`config.mk`:
```
export PLATFORM = sky130hd
export DESIGN_NAME = midi_track_event_parser_unit_flat
export DESIGN_NICKNAME = d
export VERILOG_FILES = /design/src/rtl/mtep_pkg.sv /design/src/rtl/mtep_if.sv /design/src/rtl/mtep_core.sv /design/src/rtl/mtep_out_reg.sv /design/src/rtl/midi_track_event_parser_unit.sv /design/src/flat_wrapper.sv
export VERILOG_INCLUDE_DIRS = /design/src /design/src/rtl
export SDC_FILE = /design/constraint.sdc
export NUM_CORES = 1
export LEC_CHECK = 0
export BUFFER_PORTS_ARGS = -buffer_cell sky130_fd_sc_hd__buf_2
export CORE_ASPECT_RATIO = 0.5
export CORE_MARGIN = 2
export CORE_UTILIZATION = 43
export DETAILED_ROUTE_END_ITERATION = 8
export GPL_TIMING_DRIVEN = 1
export PLACE_DENSITY = 0.71
export SETUP_SLACK_MARGIN = 0.2
export SLEW_MARGIN = 20
export SYNTH_ARGS = -nofsm -noshare
export SYNTH_HDL_FRONTEND = slang
export SYNTH_SLANG_ARGS = --single-unit
```
`constraint.sdc`:
```
create_clock -name clk -period 12.8 [get_ports clk]
set_input_delay 1.92 -clock clk [delete_from_list [all_inputs] [get_ports clk]]
set_output_delay 1.92 -clock clk [all_outputs]
set_load 0.005 [all_outputs]
```
`src/rtl/assert_macros.svh`:
```
// Assertion helpers shared by the RTL files.
`ifndef ASSERT_MACROS_SVH
`define ASSERT_MACROS_SVH

// Property holds on every clock edge outside reset.
`define CHK_HOLDS(label, prop) \
  label: assert property (@(posedge clk) disable iff (rst) (prop)) \
    else $error("check failed");

// Antecedent at one edge implies consequent at the next edge.
`define CHK_NEXT(label, ante, cons) \
  label: assert property (@(posedge clk) disable iff (rst) (ante) |=> (cons)) \
    else $error("check failed");

`endif

```
`src/rtl/mtep_pkg.sv`:
```
// ----------------------------------------------------------------------------
// mtep_pkg
// Types, codes and helpers for the MIDI track event parser.
// ----------------------------------------------------------------------------
package mtep_pkg;

  localparam int MaxLengthBytesDef = 4;
  localparam int DeltaBytes        = 4;

  typedef enum logic [3:0] {
    PH_DELTA     = 4'd0,
    PH_STATUS    = 4'd1,
    PH_DATA1     = 4'd2,
    PH_DATA2     = 4'd3,
    PH_META_TYPE = 4'd4,
    PH_LEN       = 4'd5,
    PH_FIXED     = 4'd6,
    PH_STREAM    = 4'd7,
    PH_SYSEX     = 4'd8
  } phase_t;

  typedef enum logic [2:0] {
    K_CHANNEL = 3'd0,
    K_SYSTEM  = 3'd1,
    K_META    = 3'd2,
    K_SYSEX   = 3'd3,
    K_PAYLOAD = 3'd4,
    K_ERROR   = 3'd5
  } kind_t;

  typedef enum logic [1:0] {
    E_NONE      = 2'd0,
    E_INVALID   = 2'd1,
    E_BAD_LEN   = 2'd2,
    E_TRUNCATED = 2'd3
  } err_t;

  localparam logic [7:0] ST_SYSEX  = 8'hF0;
  localparam logic [7:0] ST_ESCAPE = 8'hF7;
  localparam logic [7:0] ST_META   = 8'hFF;
  localparam logic [27:0] Mask28   = 28'hFFF_FFFF;

  typedef struct packed {
    logic        track_last;
    logic [7:0]  byte_in;
  } in_word_t;

  typedef struct packed {
    logic [2:0]  kind;
    logic [7:0]  status_byte;
    logic [6:0]  first_data;
    logic [6:0]  second_data;
    logic [27:0] delta_ticks;
    logic [31:0] absolute_ticks;
    logic [39:0] meta_value;
    logic [27:0] payload_length;
    logic [7:0]  payload_byte;
    logic        payload_last;
    logic [1:0]  error_code;
  } out_word_t;

  // 0 text-like, 1 fixed valid, 2 fixed bad length
  function automatic logic [1:0] meta_form(input logic [6:0] t, input logic [27:0] len);
    logic [1:0] f;
    case (t)
      7'h00:   f = (len == 28'd0 || len == 28'd2) ? 2'd1 : 2'd2;
      7'h20:   f = (len == 28'd1) ? 2'd1 : 2'd2;
      7'h2F:   f = (len == 28'd0) ? 2'd1 : 2'd2;
      7'h51:   f = (len == 28'd3) ? 2'd1 : 2'd2;
      7'h54:   f = (len == 28'd5) ? 2'd1 : 2'd2;
      7'h58:   f = (len == 28'd4) ? 2'd1 : 2'd2;
      7'h59:   f = (len == 28'd2) ? 2'd1 : 2'd2;
      default: f = 2'd0;
    endcase
    return f;
  endfunction

  function automatic logic [1:0] data_needed(input logic [7:0] st);
    logic [1:0] n;
    if (st == 8'hF2) n = 2'd2;
    else if (st == 8'hF1 || st == 8'hF3) n = 2'd1;
    else if (st >= 8'hF0) n = 2'd0;
    else if (st[7:4] == 4'hC || st[7:4] == 4'hD) n = 2'd1;
    else n = 2'd2;
    return n;
  endfunction

endpackage

```
`src/rtl/mtep_if.sv`:
```
// ----------------------------------------------------------------------------
// mtep_in_if / mtep_out_if
// Valid/ready channels carrying parser input and result words.
// ----------------------------------------------------------------------------
interface mtep_in_if;
  logic       valid;
  logic       ready;
  logic [7:0] byte_in;
  logic       track_last;
  modport source (output valid, byte_in, track_last, input ready);
  modport sink   (input valid, byte_in, track_last, output ready);
endinterface

interface mtep_out_if;
  logic        valid;
  logic        ready;
  logic [2:0]  kind;
  logic [7:0]  status_byte;
  logic [6:0]  first_data;
  logic [6:0]  second_data;
  logic [27:0] delta_ticks;
  logic [31:0] absolute_ticks;
  logic [39:0] meta_value;
  logic [27:0] payload_length;
  logic [7:0]  payload_byte;
  logic        payload_last;
  logic [1:0]  error_code;
  modport source (output valid, kind, status_byte, first_data, second_data, delta_ticks,
                  absolute_ticks, meta_value, payload_length, payload_byte, payload_last,
                  error_code, input ready);
  modport sink   (input valid, kind, status_byte, first_data, second_data, delta_ticks,
                  absolute_ticks, meta_value, payload_length, payload_byte, payload_last,
                  error_code, output ready);
endinterface

```
`src/rtl/mtep_core.sv`:
```
// ----------------------------------------------------------------------------
// mtep_core
// Parser state and per-byte next-state/result logic.
// ----------------------------------------------------------------------------
module mtep_core
  import mtep_pkg::*;
#(
  parameter int MAX_LENGTH_BYTES = MaxLengthBytesDef
) (
  input  logic      clk,
  input  logic      rst,
  input  logic      step,
  input  in_word_t  in_word,
  output logic      res_valid,
  output out_word_t res
);

  phase_t      parse_phase, parse_phase_next;
  logic [27:0] length_accumulator, length_accumulator_next;
  logic [2:0]  length_byte_count, length_byte_count_next;
  logic [7:0]  running_status, running_status_next;
  logic [7:0]  current_status, current_status_next;
  logic [6:0]  held_first_data, held_first_data_next;
  logic [27:0] delta_held, delta_held_next;
  logic [31:0] tick_sum, tick_sum_next;
  logic [27:0] payload_remaining, payload_remaining_next;
  logic [39:0] meta_accumulator, meta_accumulator_next;
  logic        skip_to_track_end, skip_next;

  logic [7:0]  b;
  logic [27:0] vlq_acc;
  logic [2:0]  vlq_cnt;
  logic [27:0] rem_dec;
  logic [7:0]  st_eff;
  logic        err_hit;
  logic        err_word;

  assign b = in_word.byte_in;
  assign vlq_acc = {length_accumulator[20:0], b[6:0]};
  assign vlq_cnt = length_byte_count + 3'd1;
  assign rem_dec = (payload_remaining != 28'd0) ? payload_remaining - 28'd1 : 28'd0;

  always_comb begin
    parse_phase_next        = parse_phase;
    length_accumulator_next = length_accumulator;
    length_byte_count_next  = length_byte_count;
    running_status_next     = running_status;
    current_status_next     = current_status;
    held_first_data_next    = held_first_data;
    delta_held_next         = delta_held;
    tick_sum_next           = tick_sum;
    payload_remaining_next  = payload_remaining;
    meta_accumulator_next   = meta_accumulator;
    skip_next               = skip_to_track_end;
    res_valid = 1'b0;
    res = '0;
    err_hit = 1'b0;
    st_eff = 8'd0;

    if (!skip_to_track_end) begin
      case (parse_phase)
        PH_DELTA: begin
          if (length_accumulator[27:21] != 7'd0) begin
            err_hit = 1'b1; res.error_code = E_BAD_LEN;
          end else begin
            length_accumulator_next = vlq_acc;
            length_byte_count_next = vlq_cnt;
            if (!b[7]) begin
              length_byte_count_next = 3'd0;
              delta_held_next = vlq_acc;
              tick_sum_next = tick_sum + {4'd0, vlq_acc};
              length_accumulator_next = 28'd0;
              parse_phase_next = PH_STATUS;
            end else if (vlq_cnt >= 3'(DeltaBytes)) begin
              err_hit = 1'b1; res.error_code = E_BAD_LEN;
            end
          end
        end
        PH_STATUS, PH_DATA1: begin
          if (parse_phase == PH_STATUS && b[7]) begin
            if (b < 8'hF0) begin
              current_status_next = b; running_status_next = b;
              parse_phase_next = PH_DATA1;
            end else if (b == ST_SYSEX) begin
              running_status_next = 8'd0; current_status_next = b;
              length_accumulator_next = 28'd0; parse_phase_next = PH_SYSEX;
              res_valid = 1'b1; res.kind = K_SYSEX; res.status_byte = ST_SYSEX;
            end else if (b == ST_ESCAPE) begin
              running_status_next = 8'd0; current_status_next = b;
              length_accumulator_next = 28'd0; length_byte_count_next = 3'd0;
              parse_phase_next = PH_LEN;
            end else if (b == ST_META) begin
              running_status_next = 8'd0; current_status_next = b;
              parse_phase_next = PH_META_TYPE;
            end else if (b <= 8'hF6) begin
              running_status_next = 8'd0; current_status_next = b;
              if (data_needed(b) == 2'd0) begin
                res_valid = 1'b1; res.kind = K_SYSTEM; res.status_byte = b;
                parse_phase_next = PH_DELTA;
                length_accumulator_next = 28'd0; length_byte_count_next = 3'd0;
              end else begin
                parse_phase_next = PH_DATA1;
              end
            end else begin
              err_hit = 1'b1; res.error_code = E_INVALID;
            end
          end else if (parse_phase == PH_STATUS && running_status == 8'd0) begin
            err_hit = 1'b1; res.error_code = E_INVALID;
          end else if (b[7]) begin
            err_hit = 1'b1; res.error_code = E_INVALID;
          end else begin
            st_eff = (parse_phase == PH_STATUS) ? running_status : current_status;
            current_status_next = st_eff;
            held_first_data_next = b[6:0];
            if (data_needed(st_eff) == 2'd1) begin
              res_valid = 1'b1;
              res.kind = (st_eff < 8'hF0) ? K_CHANNEL : K_SYSTEM;
              res.status_byte = st_eff; res.first_data = b[6:0];
              parse_phase_next = PH_DELTA;
              length_accumulator_next = 28'd0; length_byte_count_next = 3'd0;
            end else begin
              parse_phase_next = PH_DATA2;
            end
          end
        end
        PH_DATA2: begin
          if (b[7]) begin
            err_hit = 1'b1; res.error_code = E_INVALID;
          end else begin
            res_valid = 1'b1;
            res.kind = (current_status < 8'hF0) ? K_CHANNEL : K_SYSTEM;
            res.status_byte = current_status;
            res.first_data = held_first_data; res.second_data = b[6:0];
            parse_phase_next = PH_DELTA;
            length_accumulator_next = 28'd0; length_byte_count_next = 3'd0;
          end
        end
        PH_META_TYPE: begin
          if (b[7]) begin
            err_hit = 1'b1; res.error_code = E_INVALID;
          end else begin
            held_first_data_next = b[6:0];
            length_accumulator_next = 28'd0; length_byte_count_next = 3'd0;
            parse_phase_next = PH_LEN;
          end
        end
        PH_LEN: begin
          if (length_accumulator[27:21] != 7'd0) begin
            err_hit = 1'b1; res.error_code = E_BAD_LEN;
          end else begin
            length_accumulator_next = vlq_acc;
            length_byte_count_next = vlq_cnt;
            if (b[7]) begin
              if (vlq_cnt >= 3'(MAX_LENGTH_BYTES)) begin
                err_hit = 1'b1; res.error_code = E_BAD_LEN;
              end
            end else begin
              length_byte_count_next = 3'd0;
              payload_remaining_next = vlq_acc;
              if (current_status == ST_ESCAPE) begin
                res_valid = 1'b1; res.kind = K_SYSEX; res.status_byte = ST_ESCAPE;
                res.payload_length = vlq_acc;
                parse_phase_next = (vlq_acc != 28'd0) ? PH_STREAM : PH_DELTA;
              end else begin
                case (meta_form(held_first_data, vlq_acc))
                  2'd2: begin
                    err_hit = 1'b1; res.error_code = E_BAD_LEN;
                  end
                  2'd1: begin
                    meta_accumulator_next = 40'd0;
                    if (vlq_acc == 28'd0) begin
                      res_valid = 1'b1; res.kind = K_META;
                      res.status_byte = {1'b0, held_first_data};
                      parse_phase_next = PH_DELTA;
                    end else begin
                      parse_phase_next = PH_FIXED;
                    end
                  end
                  default: begin
                    meta_accumulator_next = 40'd0;
                    res_valid = 1'b1; res.kind = K_META;
                    res.status_byte = {1'b0, held_first_data};
                    res.payload_length = vlq_acc;
                    parse_phase_next = (vlq_acc != 28'd0) ? PH_STREAM : PH_DELTA;
                  end
                endcase
              end
              if (!err_hit && parse_phase_next == PH_DELTA) begin
                length_accumulator_next = 28'd0;
              end
            end
          end
        end
        PH_FIXED: begin
          meta_accumulator_next = {meta_accumulator[31:0], b};
          payload_remaining_next = rem_dec;
          if (rem_dec == 28'd0) begin
            res_valid = 1'b1; res.kind = K_META;
            res.status_byte = {1'b0, held_first_data};
            res.meta_value = {meta_accumulator[31:0], b};
            res.payload_length = length_accumulator;
            parse_phase_next = PH_DELTA;
            length_accumulator_next = 28'd0; length_byte_count_next = 3'd0;
          end
        end
        PH_STREAM: begin
          payload_remaining_next = rem_dec;
          res_valid = 1'b1; res.kind = K_PAYLOAD;
          res.status_byte = (current_status == ST_META) ? {1'b0, held_first_data}
                                                         : current_status;
          res.payload_length = length_accumulator - rem_dec;
          res.payload_byte = b;
          res.payload_last = (rem_dec == 28'd0);
          if (rem_dec == 28'd0) begin
            parse_phase_next = PH_DELTA;
            length_accumulator_next = 28'd0; length_byte_count_next = 3'd0;
          end
        end
        PH_SYSEX: begin
          length_accumulator_next = (length_accumulator != Mask28) ?
                                    length_accumulator + 28'd1 : length_accumulator;
          res_valid = 1'b1; res.kind = K_PAYLOAD; res.status_byte = ST_SYSEX;
          res.payload_length = length_accumulator_next;
          res.payload_byte = b; res.payload_last = b[7];
          if (b[7]) begin
            parse_phase_next = PH_DELTA;
            length_accumulator_next = 28'd0; length_byte_count_next = 3'd0;
          end
        end
        default: begin
          err_hit = 1'b1; res.error_code = E_INVALID;
        end
      endcase

      if (err_hit) begin
        res_valid = 1'b1;
        res.kind = K_ERROR;
        res.status_byte = 8'd0; res.first_data = 7'd0; res.second_data = 7'd0;
        res.meta_value = 40'd0; res.payload_length = 28'd0;
        res.payload_byte = 8'd0; res.payload_last = 1'b0;
        skip_next = 1'b1;
      end
      res.delta_ticks = delta_held_next;
      res.absolute_ticks = tick_sum_next;
      if (in_word.track_last && !err_hit &&
          (parse_phase_next != PH_DELTA || length_byte_count_next != 3'd0)) begin
        res_valid = 1'b1;
        res = '0;
        res.kind = K_ERROR;
        res.error_code = E_TRUNCATED;
        res.delta_ticks = delta_held_next;
        res.absolute_ticks = tick_sum_next;
      end
    end
  end

  always_ff @(posedge clk) begin
    if (rst || (step && in_word.track_last)) begin
      parse_phase        <= PH_DELTA;
      length_accumulator <= '0;
      length_byte_count  <= '0;
      running_status     <= '0;
      current_status     <= '0;
      held_first_data    <= '0;
      delta_held         <= '0;
      tick_sum           <= '0;
      payload_remaining  <= '0;
      meta_accumulator   <= '0;
      skip_to_track_end  <= 1'b0;
    end else if (step) begin
      parse_phase        <= parse_phase_next;
      length_accumulator <= length_accumulator_next;
      length_byte_count  <= length_byte_count_next;
      running_status     <= running_status_next;
      current_status     <= current_status_next;
      held_first_data    <= held_first_data_next;
      delta_held         <= delta_held_next;
      tick_sum           <= tick_sum_next;
      payload_remaining  <= payload_remaining_next;
      meta_accumulator   <= meta_accumulator_next;
      skip_to_track_end  <= skip_next;
    end
  end

  assign err_word = step && res_valid && res.kind == K_ERROR && !in_word.track_last;

  `include "assert_macros.svh"

  `CHK_NEXT(a_err_skips, err_word, skip_to_track_end)
  `CHK_HOLDS(a_skip_silent, !(skip_to_track_end && res_valid))
  `CHK_NEXT(a_last_clears, step && in_word.track_last, parse_phase == PH_DELTA && !skip_to_track_end)

endmodule

```
`src/rtl/mtep_out_reg.sv`:
```
// ----------------------------------------------------------------------------
// mtep_out_reg
// Two-entry skid buffer holding result words for the output channel.
// ----------------------------------------------------------------------------
module mtep_out_reg
  import mtep_pkg::*;
(
  input  logic      clk,
  input  logic      rst,
  input  logic      push,
  input  out_word_t push_word,
  output logic      has_room,
  input  logic      pop,
  output logic      head_valid,
  output out_word_t head_word
);

  out_word_t slot0, slot1;
  logic [1:0] count;

  assign head_valid = (count != 2'd0);
  assign head_word  = slot0;
  assign has_room   = (count != 2'd2);

  always_ff @(posedge clk) begin
    if (rst) begin
      count <= 2'd0;
    end else begin
      count <= count + {1'b0, push} - {1'b0, pop};
    end
  end

  always_ff @(posedge clk) begin
    if (pop) begin
      slot0 <= (count == 2'd2) ? slot1 : push_word;
      if (push) slot1 <= push_word;
    end else if (push) begin
      if (count == 2'd0) slot0 <= push_word;
      else slot1 <= push_word;
    end
  end

  `include "assert_macros.svh"

  `CHK_HOLDS(a_no_overflow, !(push && !pop && count == 2'd2))
  `CHK_HOLDS(a_no_underflow, !(pop && count == 2'd0))

endmodule

```
`src/rtl/midi_track_event_parser_unit.sv`:
```
// ----------------------------------------------------------------------------
// midi_track_event_parser_unit
// MIDI track chunk parser: one byte in, at most one event word out.
// ----------------------------------------------------------------------------
// Takes one track byte per cycle and writes its result word into the output
// buffer on acceptance, so throughput is one byte per clock while the output
// side keeps up. A two-word skid buffer between the parser state logic and
// the output channel lets input keep flowing when the sink stalls; input
// ready drops only while both buffer entries are occupied.
module midi_track_event_parser_unit
  import mtep_pkg::*;
#(
  parameter int MAX_LENGTH_BYTES = MaxLengthBytesDef
) (
  input logic        clk,
  input logic        rst,
  mtep_in_if.sink    in_ch,
  mtep_out_if.source out_ch
);

  in_word_t  in_word;
  out_word_t res, head;
  logic      res_valid, step, room, head_valid, pop;

  assign in_word.byte_in    = in_ch.byte_in;
  assign in_word.track_last = in_ch.track_last;
  assign in_ch.ready = room;
  assign step = in_ch.valid && room;
  assign pop  = head_valid && out_ch.ready;

  mtep_core #(.MAX_LENGTH_BYTES(MAX_LENGTH_BYTES)) u_core (
    .clk, .rst, .step, .in_word, .res_valid, .res
  );

  mtep_out_reg u_out (
    .clk, .rst,
    .push(step && res_valid), .push_word(res), .has_room(room),
    .pop, .head_valid, .head_word(head)
  );

  assign out_ch.valid          = head_valid;
  assign out_ch.kind           = head.kind;
  assign out_ch.status_byte    = head.status_byte;
  assign out_ch.first_data     = head.first_data;
  assign out_ch.second_data    = head.second_data;
  assign out_ch.delta_ticks    = head.delta_ticks;
  assign out_ch.absolute_ticks = head.absolute_ticks;
  assign out_ch.meta_value     = head.meta_value;
  assign out_ch.payload_length = head.payload_length;
  assign out_ch.payload_byte   = head.payload_byte;
  assign out_ch.payload_last   = head.payload_last;
  assign out_ch.error_code     = head.error_code;

endmodule
```
`src/flat_wrapper.sv`:
```
// flat-port wrapper written by rule: the top's interface ports become plain ports
module midi_track_event_parser_unit_flat import mtep_pkg::*;
#(
  parameter int MAX_LENGTH_BYTES = MaxLengthBytesDef
)
  (clk, rst, in_ch_valid, in_ch_byte_in, in_ch_track_last, in_ch_ready, out_ch_valid, out_ch_kind, out_ch_status_byte, out_ch_first_data, out_ch_second_data, out_ch_delta_ticks, out_ch_absolute_ticks, out_ch_meta_value, out_ch_payload_length, out_ch_payload_byte, out_ch_payload_last, out_ch_error_code, out_ch_ready);
  mtep_in_if in_ch_i ();
  mtep_out_if out_ch_i ();
  input logic clk;
  input logic rst;
  input wire logic [$bits(in_ch_i.valid)-1:0] in_ch_valid;
  input wire logic [$bits(in_ch_i.byte_in)-1:0] in_ch_byte_in;
  input wire logic [$bits(in_ch_i.track_last)-1:0] in_ch_track_last;
  output wire logic [$bits(in_ch_i.ready)-1:0] in_ch_ready;
  output wire logic [$bits(out_ch_i.valid)-1:0] out_ch_valid;
  output wire logic [$bits(out_ch_i.kind)-1:0] out_ch_kind;
  output wire logic [$bits(out_ch_i.status_byte)-1:0] out_ch_status_byte;
  output wire logic [$bits(out_ch_i.first_data)-1:0] out_ch_first_data;
  output wire logic [$bits(out_ch_i.second_data)-1:0] out_ch_second_data;
  output wire logic [$bits(out_ch_i.delta_ticks)-1:0] out_ch_delta_ticks;
  output wire logic [$bits(out_ch_i.absolute_ticks)-1:0] out_ch_absolute_ticks;
  output wire logic [$bits(out_ch_i.meta_value)-1:0] out_ch_meta_value;
  output wire logic [$bits(out_ch_i.payload_length)-1:0] out_ch_payload_length;
  output wire logic [$bits(out_ch_i.payload_byte)-1:0] out_ch_payload_byte;
  output wire logic [$bits(out_ch_i.payload_last)-1:0] out_ch_payload_last;
  output wire logic [$bits(out_ch_i.error_code)-1:0] out_ch_error_code;
  input wire logic [$bits(out_ch_i.ready)-1:0] out_ch_ready;
  assign in_ch_i.valid = in_ch_valid;
  assign in_ch_i.byte_in = in_ch_byte_in;
  assign in_ch_i.track_last = in_ch_track_last;
  assign in_ch_ready = in_ch_i.ready;
  assign out_ch_valid = out_ch_i.valid;
  assign out_ch_kind = out_ch_i.kind;
  assign out_ch_status_byte = out_ch_i.status_byte;
  assign out_ch_first_data = out_ch_i.first_data;
  assign out_ch_second_data = out_ch_i.second_data;
  assign out_ch_delta_ticks = out_ch_i.delta_ticks;
  assign out_ch_absolute_ticks = out_ch_i.absolute_ticks;
  assign out_ch_meta_value = out_ch_i.meta_value;
  assign out_ch_payload_length = out_ch_i.payload_length;
  assign out_ch_payload_byte = out_ch_i.payload_byte;
  assign out_ch_payload_last = out_ch_i.payload_last;
  assign out_ch_error_code = out_ch_i.error_code;
  assign out_ch_i.ready = out_ch_ready;
  midi_track_event_parser_unit #(.MAX_LENGTH_BYTES(MAX_LENGTH_BYTES)) u_core (.clk(clk), .rst(rst), .in_ch(in_ch_i), .out_ch(out_ch_i));
endmodule
```
Yosys cells after proc, flatten, opt, wreduce, memory -nomap -nowiden
Index checks and enable logic that the tools add are counted.

operators by class
  $lt $le $gt $ge = 7
  add/subtract/negate cells = 7
  equality and inequality tests = 60
  reductions and logical operators = 55
  multiplexer cells = 236
  bitwise gates (word level) = 1

operators with widths
  operator                                                                number
  164-bit two-way mux                                                     10
  28-bit two-way mux                                                      29
  32-bit two-way mux                                                      7
  28-bit case mux with 6 select lines                                     1
  8-bit two-way mux                                                       15
  28-bit case mux with 4 select lines                                     1
  8-bit equality test, second input constant                              11
  4-bit two-way mux                                                       22
  2-bit two-way mux                                                       43
  10-bit two-way mux                                                      8
  77-bit two-way mux                                                      1
  68-bit two-way mux                                                      1
  11-bit case mux with 6 select lines                                     1
  32-bit case mux with 2 select lines                                     1
  28-bit by 2-bit equality test with 1-bit output, second input constant  2
  28-bit by 3-bit equality test with 1-bit output, second input constant  2
  28-bit logical NOT                                                      2
  28-bit case mux with 2 select lines                                     1
  28-bit nonzero test                                                     2
  3-bit two-way mux                                                       18
  1-bit two-way mux                                                       50
  16-bit two-way mux                                                      3
  40-bit two-way mux                                                      1
  9-bit two-way mux                                                       4
  other kinds (60)                                                        130

word-level totals
  word-level logic and storage cells = 400
  register bits = 509
  output and inout port bits = 166
  bits of input ports = 13

Logic depth before layout (Yosys ltp)
  depth in word-level cells = 32
  mapped depth = 24
  mapped depth without buffers = 23

Cells and area by module
From an unflattened synthesis, not the netlist that was laid out.

second synthesis, totals
  cell total of the unflattened synthesis = 2863
  area total of the unflattened synthesis = 27696.6 sq um

by module, submodules not included
  module                        cells each  area an instance (sq um)  times used  seq. area each (sq um)
  mtep_core                     2335        15607.5                   1           3583.4
  mtep_out_reg                  525         12070.3                   1           9889.5
  midi_track_event_parser_unit  3           18.8                      1           0.0

Worst setup path before layout
Ideal clock, no wire load.

  kind = input to register
  start = in in_ch_byte_in[6]
  end = reg u_core.u_out.slot0 (netlist bit u_core.u_out.head_word[0]), enable pin
  slack = -0.413 ns
  arrival time = 12.491 ns
  setup time = 0.722 ns
  buffers on the path = 1
  stages = 19
  required time = 12.078 ns
  cells stage by stage = clkbuf_1 > nor4_1 > nand4_1 > nor3_1 > a31oi_1 > a22oi_1 > nor2_1 > a21oi_1 > and2_1 > inv_1 > ha_1 > a41oi_1 > a221o_1 > a221o_1 > a2111oi_4 > o211ai_4 > a21oi_1 > a41o_1 > o21bai_1

between the ends
  cells in the longest elaborated chain, start to end = 32
  elaborated cells on any way between the ends = 118
  those cells by class = 3 x order compare; 15 x eq/ne; 85 x mux; 15 x reduce/logical

RTL lines
  item                                                                        line                                text
  start, declared                                                             flat_wrapper.sv:12                  input wire logic [$bits(in_ch_i.byte_in)-1:0] in_ch_byte_in;
  branches (longest 27 deep; another with 8-bit greater-or-equal comparator)  n/a
  1-bit two-way mux *                                                         mtep_core.sv:245                    if (in_word.track_last && !err_hit &&
  1-bit two-way mux *                                                         mtep_core.sv:60                     if (!skip_to_track_end) begin
  1-bit logical AND *                                                         midi_track_event_parser_unit.sv:37  .push(step && res_valid), .push_word(res), .has_room(room),
  2-bit nonzero test (no source line) *                                       n/a
  2-bit AND reduction (no source line) *                                      n/a
  end signal, assigned                                                        mtep_out_reg.sv:35                  slot0 <= (count == 2'd2) ? slot1 : push_word;
  end signal, assigned                                                        mtep_out_reg.sv:38                  if (count == 2'd0) slot0 <= push_word;
  end, declared                                                               mtep_out_reg.sv:18                  out_word_t slot0, slot1;

Every way passes the cells marked *. The select of a mux whose other input is x is not followed.
A chain may end at the register's enable or synchronous reset.

Final worst setup path
  start = in in_ch_byte_in[3]
  end = reg u_core.u_out.slot1[36] (netlist name), enable pin

between the ends
  cells in the longest elaborated chain, start to end = 29
  elaborated cells on any way between the ends = 113
  those cells by class = 3 x order compare; 13 x eq/ne; 84 x mux; 13 x reduce/logical

RTL lines
  item                                                                      line                                text
  8-bit greater-or-equal comparator or 8-bit equality test (tied branches)  mtep_pkg.sv:82, mtep_pkg.sv:81
  2-bit two-way mux or 1-bit logical OR (tied branches)                     mtep_pkg.sv:82, mtep_pkg.sv:81
  2-bit two-way mux                                                         mtep_pkg.sv:81                      else if (st == 8'hF1 || st == 8'hF3) n = 2'd1;
  2-bit two-way mux                                                         mtep_pkg.sv:80                      if (st == 8'hF2) n = 2'd2;
  2-bit two-way mux                                                         mtep_core.sv:95                     end else if (b <= 8'hF6) begin
  2-bit two-way mux                                                         mtep_core.sv:92                     end else if (b == ST_META) begin
  2-bit two-way mux                                                         mtep_core.sv:88                     end else if (b == ST_ESCAPE) begin
  2-bit two-way mux                                                         mtep_core.sv:84                     end else if (b == ST_SYSEX) begin
  [13 not listed]                                                           n/a
  4-bit two-way mux or 3-bit two-way mux (tied branches)                    mtep_core.sv:60
  4-bit nonzero test or 3-bit nonzero test (tied branches)                  mtep_core.sv:246                    (parse_phase_next != PH_DELTA || length_byte_count_next != 3'd0)) begin
  1-bit logical OR                                                          mtep_core.sv:246
  1-bit logical AND                                                         mtep_core.sv:245
  1-bit two-way mux *                                                       mtep_core.sv:245
  1-bit two-way mux *                                                       mtep_core.sv:60
  1-bit logical AND *                                                       midi_track_event_parser_unit.sv:37
  2-bit AND reduction (no source line) *                                    n/a
  end signal, assigned                                                      mtep_out_reg.sv:36                  if (push) slot1 <= push_word;
  end signal, assigned                                                      mtep_out_reg.sv:39                  else slot1 <= push_word;
  end, declared                                                             mtep_out_reg.sv:18

Mark *: on every way between the ends. The rest lies on a longest branch, timed or not. The select of a mux whose other input is x is not followed.

==> impl_results.md <==
* Outcome: finished, final reports clean
* Worst VDD drop at between 0.0002 and 0.00025 V
* Req. time, crit path at between 10 and 15 ns
* Comb power frac at approximately 43%
* Area grow syn2layout at 11.4%
* Pin count of the biggest net entering global routing at between 100 and 150
* First-pass GRT wire length at 124000 um
* Antenna fix cells at 0
* Post-CTS setup buffer count at 0
* Clock buffer count from CTS at 47
* Reg2reg setup slack at roughly 5.6 ns
* Routed vias/inst at 5.98
* Layout cell share with drive strength beyond 1 at 14.4%
* Initial Util at 43.4%
* Core area at between 60000 and 70000 um^2
* Critical setup path kind: in2reg
* Power Total at just over 7 mW
* Core Rows at 65
* Final hold violation count at 0
* Startpoint Class: input pin
* Most used DFF post-synth: edfxtp_1
* # resized after CTS at 0
* Worst Hold Class: reg2reg
* CP Max Fanout at between 70 and 80
* Total track usage at 23.7%
* Final wirelength at 80900 um
* Die W at about 360 um
* Rel. slew slack at roughly 20%
* Power Density at between 200 and 250 nW/um^2
* Clock buffer depth at 3
* Post-route minimum period at around 7.9 ns
* Die area at between 60000 and 70000 um^2
* Switching share of power at 40.6%
* Fillers at between 5000 and 6000
* Setup TNS at 0 ns
* Number of global-route vias before repair at 21300
* DRT Pass-1 Iters at 8
* CP Capture Type: register
* Syn Inst Count at just under 3000
* Top Ports at roughly 180
* CP arrival at about 8.1 ns
* Max Clk Rate at roughly 0.13 GHz
* Clk slew on worst S/H paths at around 0.06 ns
* Syn nets at around 3000
* Power share of the clock group at around 20%
* CTS tree: built
* Post-synthesis sequential area ratio at 49.4%
* Syn Std Cell Area at 27300 um^2
* CTS sink count at 509
* Initial DRC count at ~2600
* DRC at 0
* Wire length per cell at between 20 and 25 um
* Skew-Pair Late Insertion Delay at 0.60 ns
* Fin. max-slew vios at 0
* RSZ-0062 raised after global routing: no
* Placed wire-length estimate at 54400 um
* CTS root buf: clkbuf_16
* H-tree levels at 2
* Global placer's final weighted congestion at slightly below 1
* P_sw at ~2.9 mW
* Die Ht at roughly 180 um
* IO buf count at around 180
* Synth warn at 0
* Routed Antenna Nets at 0
* Initial antenna violation count at 2
* Final core occ at 48.4%
* Fin crit share at around three fifths
* Post-route clock skew at approximately 0.035 ns
* Syn avg cell area at 9.48 um^2
* Count of hold-fix buffers inserted at cts at 0
* Via total after detailed routing at around 23000
* Seq pwr share at a little under two fifths
* Total gr overflow at 0
* Max Cap Viol at 0
* P_int at around 4.2 mW
* Synth unique cells at approximately 100
* Final setup violation count at 0
* Worst-Margin Slew at 1.20 ns
* Post-synth EDFFs at approximately 330
* Final net count at about 3000
* Leakage power at ~11 nW
* Fraction of registers with async set or reset after synthesis at 0%
* Synth Register Bits at ~510
worst max-delay path: stages:
cell and delay [ns]:
buf_2 0.10, buf_4 0.26, nor4_1 0.35, nand3_1 0.20
nor3_1 0.24, a31oi_1 0.12, a22oi_1 0.18, nor2_1 0.06
a21oi_1 0.12, and2_1 0.17, inv_1 0.05, ha_1 0.29
a41oi_1 0.46, a221o_1 0.26, a221o_1 0.21, a2111oi_4 0.11
o211ai_4 0.15, a21oi_1 0.17, a41o_1 0.32, nor2b_4 0.54
buf_4 0.84, buf_4 0.85
power groups by stage:
stage | sequential (mW) | clock, mW | combinational, mW
CTS | 2.64 | 1.47 | 3.02
global route | 2.69 | 1.53 | 3.30
finish | 2.65 | 1.45 | 3.06
detailed placement | 2.68 | 0 | 3.00
global placement | 2.67 | 0 | 2.96
floorplan | 2.67 | 0 | 2.07
metrics by stage:
step | hold WS (ns) | instances | worst slack (ns) | cell area, um^2
CTS | 0.453 | 3816 | 4.92 | 30400
global placement | 0.435 | 3728 | 4.50 | 28800
detailed placement | 0.444 | 3728 | 4.31 | 28800
floorplan | 0.427 | 2881 | 3.08 | 27300
finish | 0.449 | 3816 | 4.87 | 30400
global route | 0.472 | 3816 | 4.31 | 30400
synth_stat cells (all sizes together) (6+ instances only):
cell     number  area share, %
or4          10           0.29
or3          12           0.27
a221oi       20           0.66
a311oi        7           0.22
a211o        10           0.32
edfxtp      328             36
a21o         40            1.1
a22oi        25           0.69
and3         37           0.85
clkbuf      183            2.5
a2111oi      10           0.49
o31a          7           0.22
inv          28           0.39
nand4        20           0.46
a31o          9           0.29
o31ai        55            1.5
nor2        288            4.0
nor2b        11           0.25
nand2b       17           0.39
buf          33           0.74
nand2       448            6.2
o21ai       128            2.4
o21a         13           0.36
dfxtp       181             13
a31oi        18           0.41
and4         10           0.32
ha           62            2.8
a21boi        6           0.17
o21bai       13           0.36
mux2i        44            1.6
mux2         52            2.1
nor3         73            1.4
o211ai       26           0.77
xor2         31           0.99
or2          10           0.23
xnor2        50            1.6
a221o         8           0.29
a21oi       237            4.4
a211oi       46            1.4
nand3       103            1.9
o32ai        11           0.57
nor4         25           0.65
and2         56            1.3
a22o         27           0.87
path summary, 6_finish.rpt:
check                                          start                                 end  depth (start not counted)
setup / recovery                    in_ch_byte_in[3]              u_core.u_out.slot1[36]                         22
hold / removal    u_core.u_core.meta_accumulator[28]  u_core.u_core.meta_accumulator[28]                          2
setup reg to reg  u_core.u_core.payload_remaining[0]          u_core.u_out.head_word[38]                         18
hold reg to reg   u_core.u_core.meta_accumulator[28]  u_core.u_core.meta_accumulator[28]                          2
cells in the final DEF (no fill, tap or decap), types with 21 or more instances in the layout:
cell type and n:
a21oi_1 235, nor3_1 68, edfxtp_1 328, a21o_1 39
a22o_1 27, mux2_2 52, nand2_1 445, o31ai_1 55
and2_1 53, o21ai_1 21, dfxtp_1 180, nor2_1 284
ha_1 62, clkbuf_16 50, inv_1 28, a22oi_1 25
a211oi_1 42, o211ai_1 25, xor2_1 31, and3_1 35
o21ai_0 103, mux2i_1 44, buf_2 178, buf_4 47
xnor2_1 50, nand3_1 100
state kept, by name, indices dropped and copies added, names as in the netlist:
signal                            count
u_core.u_core.meta_accumulator       32
u_core.u_core.delta_held             28
u_core.u_core.skip_to_track_end       1
u_core.u_out.count                    2
u_core.u_core.parse_phase             4
u_core.u_core.running_status          8
u_core.u_core.length_accumulator     28
u_core.u_core.tick_sum               32
u_core.u_core.held_first_data         7
u_core.u_core.length_byte_count       3
u_core.u_out.slot1                  164
u_core.u_out.head_word              164
u_core.u_core.current_status          8
u_core.u_core.payload_remaining      28
layer usage:
metal / part of all wire [%] / wire length, um / up-vias / track usage [%]
met4: 3.8 / 3110 / 6 / 9.10
met3: 8.6 / 6930 / 216 / 5.34
li1: - / - / 10700 / -
met5: 0.053 / 43 / - / 0
met2: 44 / 36000 / 978 / 37.1
met1: 43 / 34800 / 10900 / 32.2
final cells by class:
class	count	area [um^2]	area share [%]
clock buffers	67	1400	4.59
well taps	837	1050	3.44
inverters	30	113	0.370
flip-flops and latches	509	13500	44.3
clock inverters	21	203	0.666
multi-input cells	2126	12900	42.5
repair buffers	226	1260	4.15
cell families (layout without fill, tap and decap cells):
logic type	Yosys count	count (layout)	synth area share [%]
adder cells (fa/ha/maj)	65	65	3.03
multiplexers	96	96	3.76
AND/OR/NAND/NOR	1138	1138	19.1
AO/OA/AOI/OAI	746	746	18.4
XOR/XNOR	81	81	2.60
buffers and inverters	246	344	3.67
flip-flops	509	509	49.4
No activity file was read; power rests on OpenSTA's default activity.
